`config.mk`:
```
export PLATFORM = sky130hd
export DESIGN_NAME = scancode_line_editor_core
export DESIGN_NICKNAME = d
export VERILOG_FILES = /design/src/rtl/core/slc_pkg.sv /design/src/rtl/core/slc_ram.sv /design/src/rtl/core/scancode_line_editor_core.sv
export SDC_FILE = /design/constraint.sdc
export NUM_CORES = 2
export LEC_CHECK = 0
export BUFFER_PORTS_ARGS = -buffer_cell sky130_fd_sc_hd__buf_2
export CAP_MARGIN = 20
export CORE_MARGIN = 10
export CORE_UTILIZATION = 40
export DETAILED_ROUTE_END_ITERATION = 8
export SLEW_MARGIN = 25
export SYNTH_ARGS = -nofsm -noshare
export SYNTH_HDL_FRONTEND = slang
export SYNTH_SLANG_ARGS = --single-unit
```
`constraint.sdc`:
```
create_clock -name clk -period 28.8 [get_ports clk]
set_input_delay 5.76 -clock clk [delete_from_list [all_inputs] [get_ports clk]]
set_output_delay 5.76 -clock clk [all_outputs]
set_load 0.02 [all_outputs]
```
`src/rtl/core/slc_pkg.sv`:
```
// Shared types, constants and translation tables for the scancode line editor.
`timescale 1ns / 1ps
package slc_pkg;

  localparam int unsigned LINE_DEPTH  = 256;
  localparam int unsigned LINE_ADDR_W = $clog2(LINE_DEPTH);
  localparam int unsigned STORE_W     = 8;

  localparam logic [7:0] LINE_LIMIT = 8'd254;
  localparam logic [7:0] LAST_MAKE  = 8'h3A;
  localparam logic [7:0] LSHIFT     = 8'h2A;
  localparam logic [7:0] RSHIFT     = 8'h36;
  localparam logic [7:0] BACKSPACE  = 8'h0E;
  localparam logic [7:0] F1_CODE    = 8'h3B;
  localparam logic [7:0] F5_CODE    = 8'h3F;
  localparam logic [7:0] RELEASE    = 8'h80;
  localparam logic [6:0] NEWLINE    = 7'h0A;

  localparam logic OP_SCAN  = 1'b0;
  localparam logic OP_CLEAR = 1'b1;

  typedef struct packed {
    logic       operation;
    logic [7:0] scan_byte;
  } in_req_t;

  typedef struct packed {
    logic       echo_valid;
    logic [6:0] echo_char;
    logic       erase_valid;
    logic       screen_valid;
    logic [2:0] screen_index;
    logic       store_valid;
    logic [7:0] store_pos;
    logic [6:0] store_char;
    logic       line_complete;
    logic [7:0] line_length;
  } out_rsp_t;

  function automatic logic [6:0] plain_char(input logic [5:0] idx);
    logic [6:0] c;
    case (idx)
      6'd1:    c = 7'h1B;
      6'd2:    c = 7'h31;
      6'd3:    c = 7'h32;
      6'd4:    c = 7'h33;
      6'd5:    c = 7'h34;
      6'd6:    c = 7'h35;
      6'd7:    c = 7'h36;
      6'd8:    c = 7'h37;
      6'd9:    c = 7'h38;
      6'd10:   c = 7'h39;
      6'd11:   c = 7'h30;
      6'd12:   c = 7'h2D;
      6'd13:   c = 7'h3D;
      6'd14:   c = 7'h08;
      6'd15:   c = 7'h09;
      6'd16:   c = 7'h71;
      6'd17:   c = 7'h77;
      6'd18:   c = 7'h65;
      6'd19:   c = 7'h72;
      6'd20:   c = 7'h74;
      6'd21:   c = 7'h79;
      6'd22:   c = 7'h75;
      6'd23:   c = 7'h69;
      6'd24:   c = 7'h6F;
      6'd25:   c = 7'h70;
      6'd26:   c = 7'h5B;
      6'd27:   c = 7'h5D;
      6'd28:   c = 7'h0A;
      6'd30:   c = 7'h61;
      6'd31:   c = 7'h73;
      6'd32:   c = 7'h64;
      6'd33:   c = 7'h66;
      6'd34:   c = 7'h67;
      6'd35:   c = 7'h68;
      6'd36:   c = 7'h6A;
      6'd37:   c = 7'h6B;
      6'd38:   c = 7'h6C;
      6'd39:   c = 7'h3B;
      6'd40:   c = 7'h27;
      6'd41:   c = 7'h60;
      6'd43:   c = 7'h5C;
      6'd44:   c = 7'h7A;
      6'd45:   c = 7'h78;
      6'd46:   c = 7'h63;
      6'd47:   c = 7'h76;
      6'd48:   c = 7'h62;
      6'd49:   c = 7'h6E;
      6'd50:   c = 7'h6D;
      6'd51:   c = 7'h2C;
      6'd52:   c = 7'h2E;
      6'd53:   c = 7'h2F;
      6'd55:   c = 7'h2A;
      6'd57:   c = 7'h20;
      default: c = 7'h00;
    endcase
    return c;
  endfunction

  function automatic logic [6:0] shift_char(input logic [5:0] idx);
    logic [6:0] c;
    case (idx)
      6'd2:    c = 7'h21;
      6'd3:    c = 7'h40;
      6'd4:    c = 7'h23;
      6'd5:    c = 7'h24;
      6'd6:    c = 7'h25;
      6'd7:    c = 7'h5E;
      6'd8:    c = 7'h26;
      6'd9:    c = 7'h2A;
      6'd10:   c = 7'h28;
      6'd11:   c = 7'h29;
      6'd12:   c = 7'h5F;
      6'd13:   c = 7'h2B;
      6'd16:   c = 7'h51;
      6'd17:   c = 7'h57;
      6'd18:   c = 7'h45;
      6'd19:   c = 7'h52;
      6'd20:   c = 7'h54;
      6'd21:   c = 7'h59;
      6'd22:   c = 7'h55;
      6'd23:   c = 7'h49;
      6'd24:   c = 7'h4F;
      6'd25:   c = 7'h50;
      6'd26:   c = 7'h7B;
      6'd27:   c = 7'h7D;
      6'd28:   c = 7'h0A;
      6'd30:   c = 7'h41;
      6'd31:   c = 7'h53;
      6'd32:   c = 7'h44;
      6'd33:   c = 7'h46;
      6'd34:   c = 7'h47;
      6'd35:   c = 7'h48;
      6'd36:   c = 7'h4A;
      6'd37:   c = 7'h4B;
      6'd38:   c = 7'h4C;
      6'd39:   c = 7'h3A;
      6'd40:   c = 7'h22;
      6'd41:   c = 7'h7E;
      6'd43:   c = 7'h7C;
      6'd44:   c = 7'h5A;
      6'd45:   c = 7'h58;
      6'd46:   c = 7'h43;
      6'd47:   c = 7'h56;
      6'd48:   c = 7'h42;
      6'd49:   c = 7'h4E;
      6'd50:   c = 7'h4D;
      6'd51:   c = 7'h3C;
      6'd52:   c = 7'h3E;
      6'd53:   c = 7'h3F;
      6'd55:   c = 7'h2A;
      6'd57:   c = 7'h20;
      default: c = 7'h00;
    endcase
    return c;
  endfunction

endpackage

```
`src/rtl/core/slc_ram.sv`:
```
// Generic single-clock RAM, one write port and one registered write-first read port.
`timescale 1ns / 1ps
module slc_ram #(
  parameter int unsigned WIDTH = 8,
  parameter int unsigned DEPTH = 256
) (
  input  logic                     clk,
  input  logic                     wr_en,
  input  logic [$clog2(DEPTH)-1:0] wr_addr,
  input  logic [WIDTH-1:0]         wr_data,
  input  logic                     rd_en,
  input  logic [$clog2(DEPTH)-1:0] rd_addr,
  output logic [WIDTH-1:0]         rd_data
);

  logic [WIDTH-1:0] mem [DEPTH];

  always_ff @(posedge clk) begin
    if (wr_en) begin
      mem[wr_addr] <= wr_data;
    end
    if (rd_en) begin
      if (wr_en && (wr_addr == rd_addr)) begin
        rd_data <= wr_data;
      end else begin
        rd_data <= mem[rd_addr];
      end
    end
  end

endmodule

```
`src/rtl/core/scancode_line_editor_core.sv`:
```
// Top level of the set-1 scancode line editor with its line store.
//
//   channel | ports                          | payload
//   input   | in_valid, in_ready, in_data    | slc_pkg::in_req_t
//   result  | out_valid, out_ready, out_data | slc_pkg::out_rsp_t
//
// One request per cycle unless output stalls; results register in p_r, then o_r.
// Shift, length and complete state update at acceptance; the line store RAM is
// written in the same cycle and its registered read returns the stored byte.
// A stalled result holds the output and the stage behind it; input is taken
// while either stage has room. Reset leaves the store unread, so no clear pass.
`timescale 1ns / 1ps
module scancode_line_editor_core (
  input  logic              clk,
  input  logic              rst_n,
  input  logic              in_valid,
  output logic              in_ready,
  input  slc_pkg::in_req_t  in_data,
  output logic              out_valid,
  input  logic              out_ready,
  output slc_pkg::out_rsp_t out_data
);

  logic              shift_r, shift_nxt;
  logic [7:0]        len_r, len_nxt;
  logic              cmpl_r, cmpl_nxt;
  logic              pv_r;
  slc_pkg::out_rsp_t p_r, p_nxt;
  logic              ov_r;
  slc_pkg::out_rsp_t o_r, o_nxt;
  logic              o_free;
  logic              accept;
  logic [6:0]        wr_char;
  logic [slc_pkg::STORE_W-1:0] rd_data;

  assign o_free   = !ov_r || out_ready;
  assign in_ready = !pv_r || o_free;
  assign accept   = in_valid && in_ready;

  always_comb begin
    logic [7:0] sc;
    logic [6:0] ch;
    sc        = in_data.scan_byte;
    shift_nxt = shift_r;
    len_nxt   = len_r;
    cmpl_nxt  = cmpl_r;
    p_nxt     = '0;
    wr_char   = 7'd0;
    ch        = shift_r ? slc_pkg::shift_char(sc[5:0]) : slc_pkg::plain_char(sc[5:0]);
    if (in_data.operation == slc_pkg::OP_CLEAR) begin
      len_nxt  = 8'd0;
      cmpl_nxt = 1'b0;
    end else if ((len_r < slc_pkg::LINE_LIMIT) && (sc <= slc_pkg::LAST_MAKE)) begin
      if ((sc == slc_pkg::LSHIFT) || (sc == slc_pkg::RSHIFT)) begin
        shift_nxt = 1'b1;
      end else if (sc == slc_pkg::BACKSPACE) begin
        if (len_r != 8'd0) begin
          len_nxt           = len_r - 8'd1;
          p_nxt.erase_valid = 1'b1;
          p_nxt.store_valid = 1'b1;
          p_nxt.store_pos   = len_r - 8'd1;
        end
      end else begin
        p_nxt.echo_valid  = 1'b1;
        p_nxt.echo_char   = ch;
        p_nxt.store_valid = 1'b1;
        p_nxt.store_pos   = len_r;
        if (!shift_r && (ch == slc_pkg::NEWLINE)) begin
          cmpl_nxt = 1'b1;
        end else begin
          wr_char = ch;
          len_nxt = len_r + 8'd1;
        end
      end
    end else if ((sc >= slc_pkg::F1_CODE) && (sc <= slc_pkg::F5_CODE)) begin
      p_nxt.screen_valid = 1'b1;
      p_nxt.screen_index = 3'(sc - slc_pkg::F1_CODE);
    end else if ((sc == (slc_pkg::LSHIFT | slc_pkg::RELEASE)) ||
                 (sc == (slc_pkg::RSHIFT | slc_pkg::RELEASE))) begin
      shift_nxt = 1'b0;
    end
    p_nxt.line_complete = cmpl_nxt;
    p_nxt.line_length   = len_nxt;
  end

  slc_ram #(
    .WIDTH(slc_pkg::STORE_W),
    .DEPTH(slc_pkg::LINE_DEPTH)
  ) u_line_store (
    .clk     (clk),
    .wr_en   (accept && p_nxt.store_valid),
    .wr_addr (slc_pkg::LINE_ADDR_W'(p_nxt.store_pos)),
    .wr_data ({1'b0, wr_char}),
    .rd_en   (accept),
    .rd_addr (slc_pkg::LINE_ADDR_W'(p_nxt.store_pos)),
    .rd_data (rd_data)
  );

  always_comb begin
    o_nxt            = p_r;
    o_nxt.store_char = p_r.store_valid ? rd_data[6:0] : 7'd0;
  end

  always_ff @(posedge clk) begin
    if (!rst_n) begin
      shift_r <= 1'b0;
      len_r   <= 8'd0;
      cmpl_r  <= 1'b0;
      pv_r    <= 1'b0;
      ov_r    <= 1'b0;
    end else begin
      if (accept) begin
        shift_r <= shift_nxt;
        len_r   <= len_nxt;
        cmpl_r  <= cmpl_nxt;
      end
      if (in_ready) begin
        pv_r <= in_valid;
      end
      if (o_free) begin
        ov_r <= pv_r;
      end
    end
  end

  always_ff @(posedge clk) begin
    if (accept) begin
      p_r <= p_nxt;
    end
    if (o_free && pv_r) begin
      o_r <= o_nxt;
    end
  end

  assign out_valid = ov_r;
  assign out_data  = o_r;

endmodule

```
# Yosys cells after proc, flatten, opt, wreduce, memory -nomap -nowiden

Memory sizes are Yosys's and may differ from the RTL's. A register that Yosys moved wholly into a read port is not among the register bits.
Index checks and enable logic that the tools add are counted.

Bitwise gates (word level): 4
Mux-type cells: 31
Equality and inequality tests: 8
Reductions and logical operators: 21
Add/subtract/negate cells: 3
Order comparisons: 4

Operators with widths:

| operator                                                        | count |
|---|---|
| two-way mux 8 bit                                               | 7 |
| two-way mux 9 bit                                               | 5 |
| two-way mux 7 bit                                               | 6 |
| equality test 8 x 6 -> 1 bit (second input constant)            | 2 |
| equality test 8 bit (second input constant)                     | 2 |
| less-or-equal comparator 8 x 6 -> 1 bit (second input constant) | 2 |
| two-way mux 1 bit                                               | 12 |
| adder 8 x 1 -> 8 bit (second input constant)                    | 1 |
| equality test 8 x 4 -> 1 bit (second input constant)            | 1 |
| >= comparator 8 x 6 -> 1 bit (second input constant)            | 1 |
| < comparator 8 bit (second input constant)                      | 1 |
| nonzero test 8 bit                                              | 1 |
| OR reduction 4 bit                                              | 2 |
| subtractor 8 x 1 -> 8 bit (second input constant)               | 1 |
| equality test 7 x 4 -> 1 bit (second input constant)            | 1 |
| logical AND 1 bit                                               | 6 |
| OR reduction 3 bit                                              | 2 |
| AND reduction 5 bit                                             | 1 |
| logical OR 1 bit                                                | 4 |
| two-way mux 4 bit                                               | 1 |
| inverter 1 bit                                                  | 4 |
| logical NOT 1 bit                                               | 3 |
| subtractor 3 x 2 -> 3 bit (second input constant)               | 1 |
| inequality test 2 x 1 -> 1 bit (second input constant)          | 1 |
| other kinds (3)                                                 | 3 |

Memory bits (writable): 1792
Input bits: 13
Memory bits (read-only): 896
Word-level logic and storage cells: 98
Output and inout port bits: 40
Memories kept: 3
Bits in registers: 81

Memories:

| name             | words | width | read ports | clocked after Yosys merged registers in | wr ports | RTL line       | RTL |
|---|---|---|---|---|---|---|---|
| u_line_store.mem | 256   | 7     | 1          | 1                                       | 1        | slc_ram.sv:16  | `logic [WIDTH-1:0] mem [DEPTH];` |
| (name not given) | 64    | 7     | 1          | 0                                       | 0        | slc_pkg.sv:103 | `case (idx)` |
| (name not given) | 64    | 7     | 1          | 0                                       | 0        | slc_pkg.sv:42  | `case (idx)` |

# Longest topological paths before layout

Depth after elaboration: 9
Mapped depth: 21
Mapped depth without buffers: 16

# Cells and area by module

Synthesis repeated with hierarchy kept, for this count alone.

Cell total of the unflattened synthesis: 4511
Area total of the unflattened synthesis: 84843.9 um2

By module, submodules not included:

| module                    | cells each | times used | area each (um2) | seq. area each (um2) |
|---|---|---|---|---|
| slc_ram                   | 4007       | 1          | 79832.8         | 61739.2 |
| scancode_line_editor_core | 504        | 1          | 5011.1          | 2312.2 |

# Worst setup path before layout

No wires, ideal clock.

Path kind: input-to-reg
Start: input in_data[0] (netlist name)
End: memory u_line_store.mem[0][6] (netlist name), data pin
Cell stages on the path: 10
Setup time: 2.254 ns
Data required time: 26.546 ns
Path buffers: 4
Arrival: 17.912 ns
Setup slack: 8.634 ns
Cells stage by stage: clkbuf_1 -> inv_1 -> ha_1 -> nor4bb_1 -> buf_2 -> nand2_4 -> clkbuf_1 -> nand2_1 -> clkbuf_1 -> a211oi_1

Cells in the longest elaborated chain, start to end: 9
Elaborated cells between the ends (all ways): 16
Those cells by class: order compare: 1; eq/ne: 4; mux: 6; reduce/logical: 3; memory: 2

RTL lines:

| item                                          | RTL line                        | RTL |
|---|---|---|
| from (decl)                                   | scancode_line_editor_core.sv:18 | `input slc_pkg::in_req_t in_data,` |
| memory (64 x 7 bit), on equally long branches | n/a                             |  |
| two-way mux 7 bit                             | scancode_line_editor_core.sv:49 | `ch = shift_r ? slc_pkg::shift_char(sc[5:0]) : slc_pkg::plain_char(sc[5:0]);` |
| equality test 7 x 4 -> 1 bit                  | scancode_line_editor_core.sv:68 | `if (!shift_r && (ch == slc_pkg::NEWLINE)) begin` |
| logical AND 1 bit                             | scancode_line_editor_core.sv:68 |  |
| two-way mux 7 bit                             | scancode_line_editor_core.sv:68 |  |
| two-way mux 7 bit                             | scancode_line_editor_core.sv:56 | `end else if (sc == slc_pkg::BACKSPACE) begin` |
| two-way mux 7 bit                             | scancode_line_editor_core.sv:54 | `if ((sc == slc_pkg::LSHIFT) \|\| (sc == slc_pkg::RSHIFT)) begin` |
| two-way mux 7 bit *                           | scancode_line_editor_core.sv:53 | `end else if ((len_r < slc_pkg::LINE_LIMIT) && (sc <= slc_pkg::LAST_MAKE)) begin` |
| two-way mux 7 bit *                           | scancode_line_editor_core.sv:50 | `if (in_data.operation == slc_pkg::OP_CLEAR) begin` |
| via u_line_store.wr_data[6]                   | slc_ram.sv:10                   | `input logic [WIDTH-1:0] wr_data,` |
| to (decl)                                     | slc_ram.sv:16                   |  |

Mark *: on every way through the listed nets, which the timed path passes. The rest lies on a longest branch.

# Final worst setup path

Start: input out_ready
End: output in_ready

Cells in the longest elaborated chain, start to end: 2

RTL lines:

| item             | RTL line                        | RTL |
|---|---|---|
| from (decl)      | scancode_line_editor_core.sv:20 | `input logic out_ready,` |
| logical OR 1 bit | scancode_line_editor_core.sv:36 | `assign o_free = !ov_r \|\| out_ready;` |
| logical OR 1 bit | scancode_line_editor_core.sv:37 | `assign in_ready = !pv_r \|\| o_free;` |
| to (decl)        | scancode_line_editor_core.sv:17 | `output logic in_ready,` |

Every way passes these cells.

==> metrics.txt <==
# TYPE chip_impl_metric gauge
chip_impl_info{name="layout_common_cells",value="edfxtp_1 (1868), nand2_1 (695), nor2_1 (413)"} 1
chip_impl_metric{name="number_of_nets_in_the_layout",unit=""} 5172
chip_impl_metric{name="place_hpwl",unit="mm"} 135.7
chip_impl_info{name="crit_start",value="out_ready"} 1
chip_impl_metric{name="synth.top_cell.area_share",unit="%"} 74.63
chip_impl_metric{name="synth_edf_count",unit=""} 1868
chip_impl_metric{name="postSynthRegisterBits",unit=""} 1880
chip_impl_metric{name="clock_insertion_delay_at_the_later_pin_of_the_skew_report",unit="ns"} 0.84
chip_impl_metric{name="antenna_violating_nets_post_route",unit=""} 0
chip_impl_info{name="final_common_cell",value="edfxtp_1"} 1
chip_impl_info{name="r2r-start",value="len_r[0]"} 1
chip_impl_info{name="synth_area_leader_cell",value="edfxtp_1"} 1
chip_impl_metric{name="cts.clk_slew.worst_paths",unit="ns"} 0.06
chip_impl_metric{name="dieArea",unit="mm^2"} 0.2057
chip_impl_metric{name="finalMaxSlewViolations",unit=""} 0
chip_impl_metric{name="power_per_cell_area",unit="mW/mm^2"} 65.52
chip_impl_metric{name="clock-skew-final",unit="ns"} 0.03454
chip_impl_metric{name="placed_standard_cell_area",unit="mm^2"} 0.07824
chip_impl_info{name="holdCritStartpoint",value="o_nxt[31]"} 1
chip_impl_metric{name="fp-row-count",unit=""} 159
chip_impl_metric{name="power.static_leakage",unit="uW"} 0.02812
chip_impl_metric{name="synthCells",unit=""} 5152
chip_impl_metric{name="initial_core_util",unit="%"} 40.11
chip_impl_metric{name="synth.yosys.seq_area_share",unit="%"} 74.95
chip_impl_info{name="endpoint_kind",value="output port"} 1
chip_impl_metric{name="asyncSetResetFlopFracSynth",unit="%"} 0
chip_impl_metric{name="fin_hold_ws",unit="ns"} 0.4177
chip_impl_metric{name="synth_area",unit="mm^2"} 0.07517
chip_impl_metric{name="synth.distinct_cells",unit=""} 94
chip_impl_metric{name="peakVddDrop",unit="mV"} 0.05249
chip_impl_metric{name="ctsHtreeMaxLevel",unit=""} 4
chip_impl_metric{name="io_pins",unit=""} 53
chip_impl_metric{name="first_global_vias",unit=""} 45830
chip_impl_metric{name="floorplan.die.width",unit="um"} 453.5
chip_impl_metric{name="syn_nets",unit=""} 5184
chip_impl_metric{name="critical_path_required",unit="ns"} 23.04
chip_impl_metric{name="final_design_area_no_fill",unit="mm^2"} 0.08432
chip_impl_metric{name="post_route_cells_drive_above_1_share",unit="%"} 12.73
chip_impl_metric{name="post_cts.resized_instances",unit=""} 0
chip_impl_metric{name="multiInputGateArea",unit="mm^2"} 0.01736
chip_impl_metric{name="wl_per_cell",unit="um"} 30.59
chip_impl_metric{name="finalSetupViolCount",unit=""} 0
chip_impl_info{name="min-delay-path-class",value="reg2reg"} 1
chip_impl_metric{name="layout_worst_path_cycle_share",unit="%"} 42.51
chip_impl_info{name="yosys-top-cells-area",value="edfxtp_1 (75%), nand2_1 (3.5%), a21oi_1 (2.3%), mux2_2 (2.2%), nor2_1 (2.1%)"} 1
chip_impl_metric{name="max-cap-violations",unit=""} 0
chip_impl_metric{name="cts_buffer_depth",unit=""} 3
chip_impl_metric{name="area.growth.synth_to_final",unit="%"} 12.17
chip_impl_metric{name="totalWireLength",unit="mm"} 238.3
chip_impl_metric{name="die_height",unit="um"} 453.5
chip_impl_info{name="result_of_the_run",value="finished, final reports clean"} 1
chip_impl_metric{name="vias",unit=""} 48160
chip_impl_metric{name="post_cts_buffers",unit=""} 0
chip_impl_info{name="synth-main-ff-cell",value="edfxtp_1"} 1
chip_impl_metric{name="cp.arrival",unit="ns"} 6.48
chip_impl_metric{name="worst-path-max-fanout",unit=""} 4
chip_impl_metric{name="grt_first_pass_wirelength",unit="mm"} 339.8
chip_impl_metric{name="fill_cells",unit=""} 16450
chip_impl_metric{name="routed_via_density",unit=""} 6.183
chip_impl_metric{name="cts_bufs_inserted",unit=""} 187
chip_impl_metric{name="finalHoldViolations",unit=""} 0
chip_impl_metric{name="io_buffers",unit=""} 52
chip_impl_metric{name="grt_max_degree",unit=""} 184
chip_impl_metric{name="detail_route.drc_violations",unit=""} 0
chip_impl_metric{name="globalplace.congestion",unit=""} 0.8808
chip_impl_metric{name="cts.sink_count",unit=""} 1880
chip_impl_info{name="worstSetupPathType",value="in2out"} 1
chip_impl_metric{name="detailedRoute.firstIterationViolations",unit=""} 6720
chip_impl_metric{name="timing.final.crit_period",unit="ns"} 12.24
chip_impl_metric{name="grt.overflow.total",unit=""} 0
chip_impl_metric{name="grt_antenna_before_repair",unit=""} 12
chip_impl_metric{name="detailedRoute.firstPassIterationCount",unit=""} 8
chip_impl_metric{name="synth_warnings",unit=""} 0
chip_impl_info{name="clock_root_buffer_master",value="clkbuf_16"} 1
chip_impl_metric{name="setup_tns",unit="ns"} 0
chip_impl_metric{name="area.sequential",unit="mm^2"} 0.05633
chip_impl_metric{name="slew-limit-headroom",unit="%"} 20.97
chip_impl_metric{name="grt.total_usage",unit="%"} 22.43
chip_impl_metric{name="cts_hold_repair.buffers",unit=""} 0
chip_impl_info{name="tritoncts",value="done"} 1
chip_impl_metric{name="core_area",unit="mm^2"} 0.1874
chip_impl_metric{name="tightestPinTransition",unit="ns"} 1.183
chip_impl_info{name="start_kind",value="input port"} 1
chip_impl_metric{name="max_clock_freq",unit="MHz"} 81.68
chip_impl_info{name="rsz0062_at_grt",value="false"} 1
chip_impl_metric{name="syn-mean-instance-area",unit="um^2"} 14.59
routing by layer:
| metal | vias to the layer above | wire, um | global-route usage, % |
|---|---|---|---|
| met5 | - | 154 | 0.4663 |
| met4 | 6 | 11680 | 9.997 |
| met3 | 572 | 28320 | 6.336 |
| met2 | 3142 | 105900 | 33.68 |
| met1 | 24350 | 92190 | 30.29 |
| li1 | 20090 | - | - |
cells in the mapped netlist (5+ instances only):
cell,count
a2111oi_0,14
a211oi_1,25
a21boi_0,6
a21oi_1,351
a221o_1,28
a221oi_1,148
a222oi_1,21
a22o_1,6
a22oi_1,134
a31o_2,5
a31oi_1,92
a32oi_1,24
and2_1,23
and3_1,22
buf_1,60
buf_2,146
clkbuf_1,167
dfxtp_1,12
edfxtp_1,1868
ha_1,19
inv_1,38
mux2_2,149
mux2i_1,26
nand2_1,706
nand2b_1,9
nand3_1,50
nor2_1,417
nor2b_1,18
nor3_1,30
nor3b_1,6
nor4_1,24
o2111ai_1,6
o211ai_1,16
o21a_1,30
o21ai_0,115
o221a_2,21
o221ai_1,83
o22a_1,11
o22ai_1,67
o2bb2ai_1,8
o31a_1,6
o31ai_1,17
o41ai_1,18
or3_1,5
or4_1,5
worst max-delay path, stage by stage:
cell and delay, ns:
buf_2 0.09, nor2b_1 0.32, nand2_1 0.13, buf_2 0.18
layout make-up:
class | instances | area share (%)
diodes | 8 | 0.02374
clock buffers | 240 | 6.023
clock inverters | 94 | 1.049
inverters | 44 | 0.1988
multi-input cells | 2851 | 20.59
flip-flops and latches | 1880 | 66.81
well taps | 2495 | 3.702
repair buffers | 176 | 1.595
kinds of logic (layout without fill, tap and decap cells):
kind of cell               after synthesis  in the layout  synth area share [%]
DFF                                   1880           1880                 74.95
and+or+nand+nor                       1350           1350                 7.504
AOI/OAI and AO/OA                     1298           1298                 12.11
buffers and inverters                  421            554                 2.365
muxes                                  183            183                 2.747
adders and majority gates               19             19                0.3163
xor gates and xnor gates                 1              1               0.01165
other                                    0              8                     0
through the flow:
step                      cells  power, uW  utilization (%)  setup slack, ns
after detailed placement   7444       3168            41.75            16.10
after floorplan            5152       3125                -            8.634
after global routing       7780       5651            44.98            16.48
final                      7788       5524            44.99            16.56
after global placement     7444       3167            41.73            16.07
after CTS                  7778       5538            44.93            16.54
flip-flops by register name, indices dropped and copies added, names as in the netlist:
register,cells
u_line_store.mem,1792
out_data,38
o_nxt,31
len_r,8
u_line_store.rd_data,7
cmpl_r,1
out_valid,1
pv_r,1
shift_r,1
path summary, 6_finish.rpt:
check                       endpoint  slack (ns)  cells past startpoint
max                         in_ready       16.56                      4
max reg2reg  u_line_store.rd_data[5]       21.26                     18
min                     out_data[31]        0.42                      0
min reg2reg             out_data[31]        0.42                      0
report_power, final:
part | switching (uW) | internal, uW
Clock | 1030 | 1380
Sequential | 3.30 | 2990
Combinational | 90.7 | 24.4
Power figures use the tool's default switching activity.
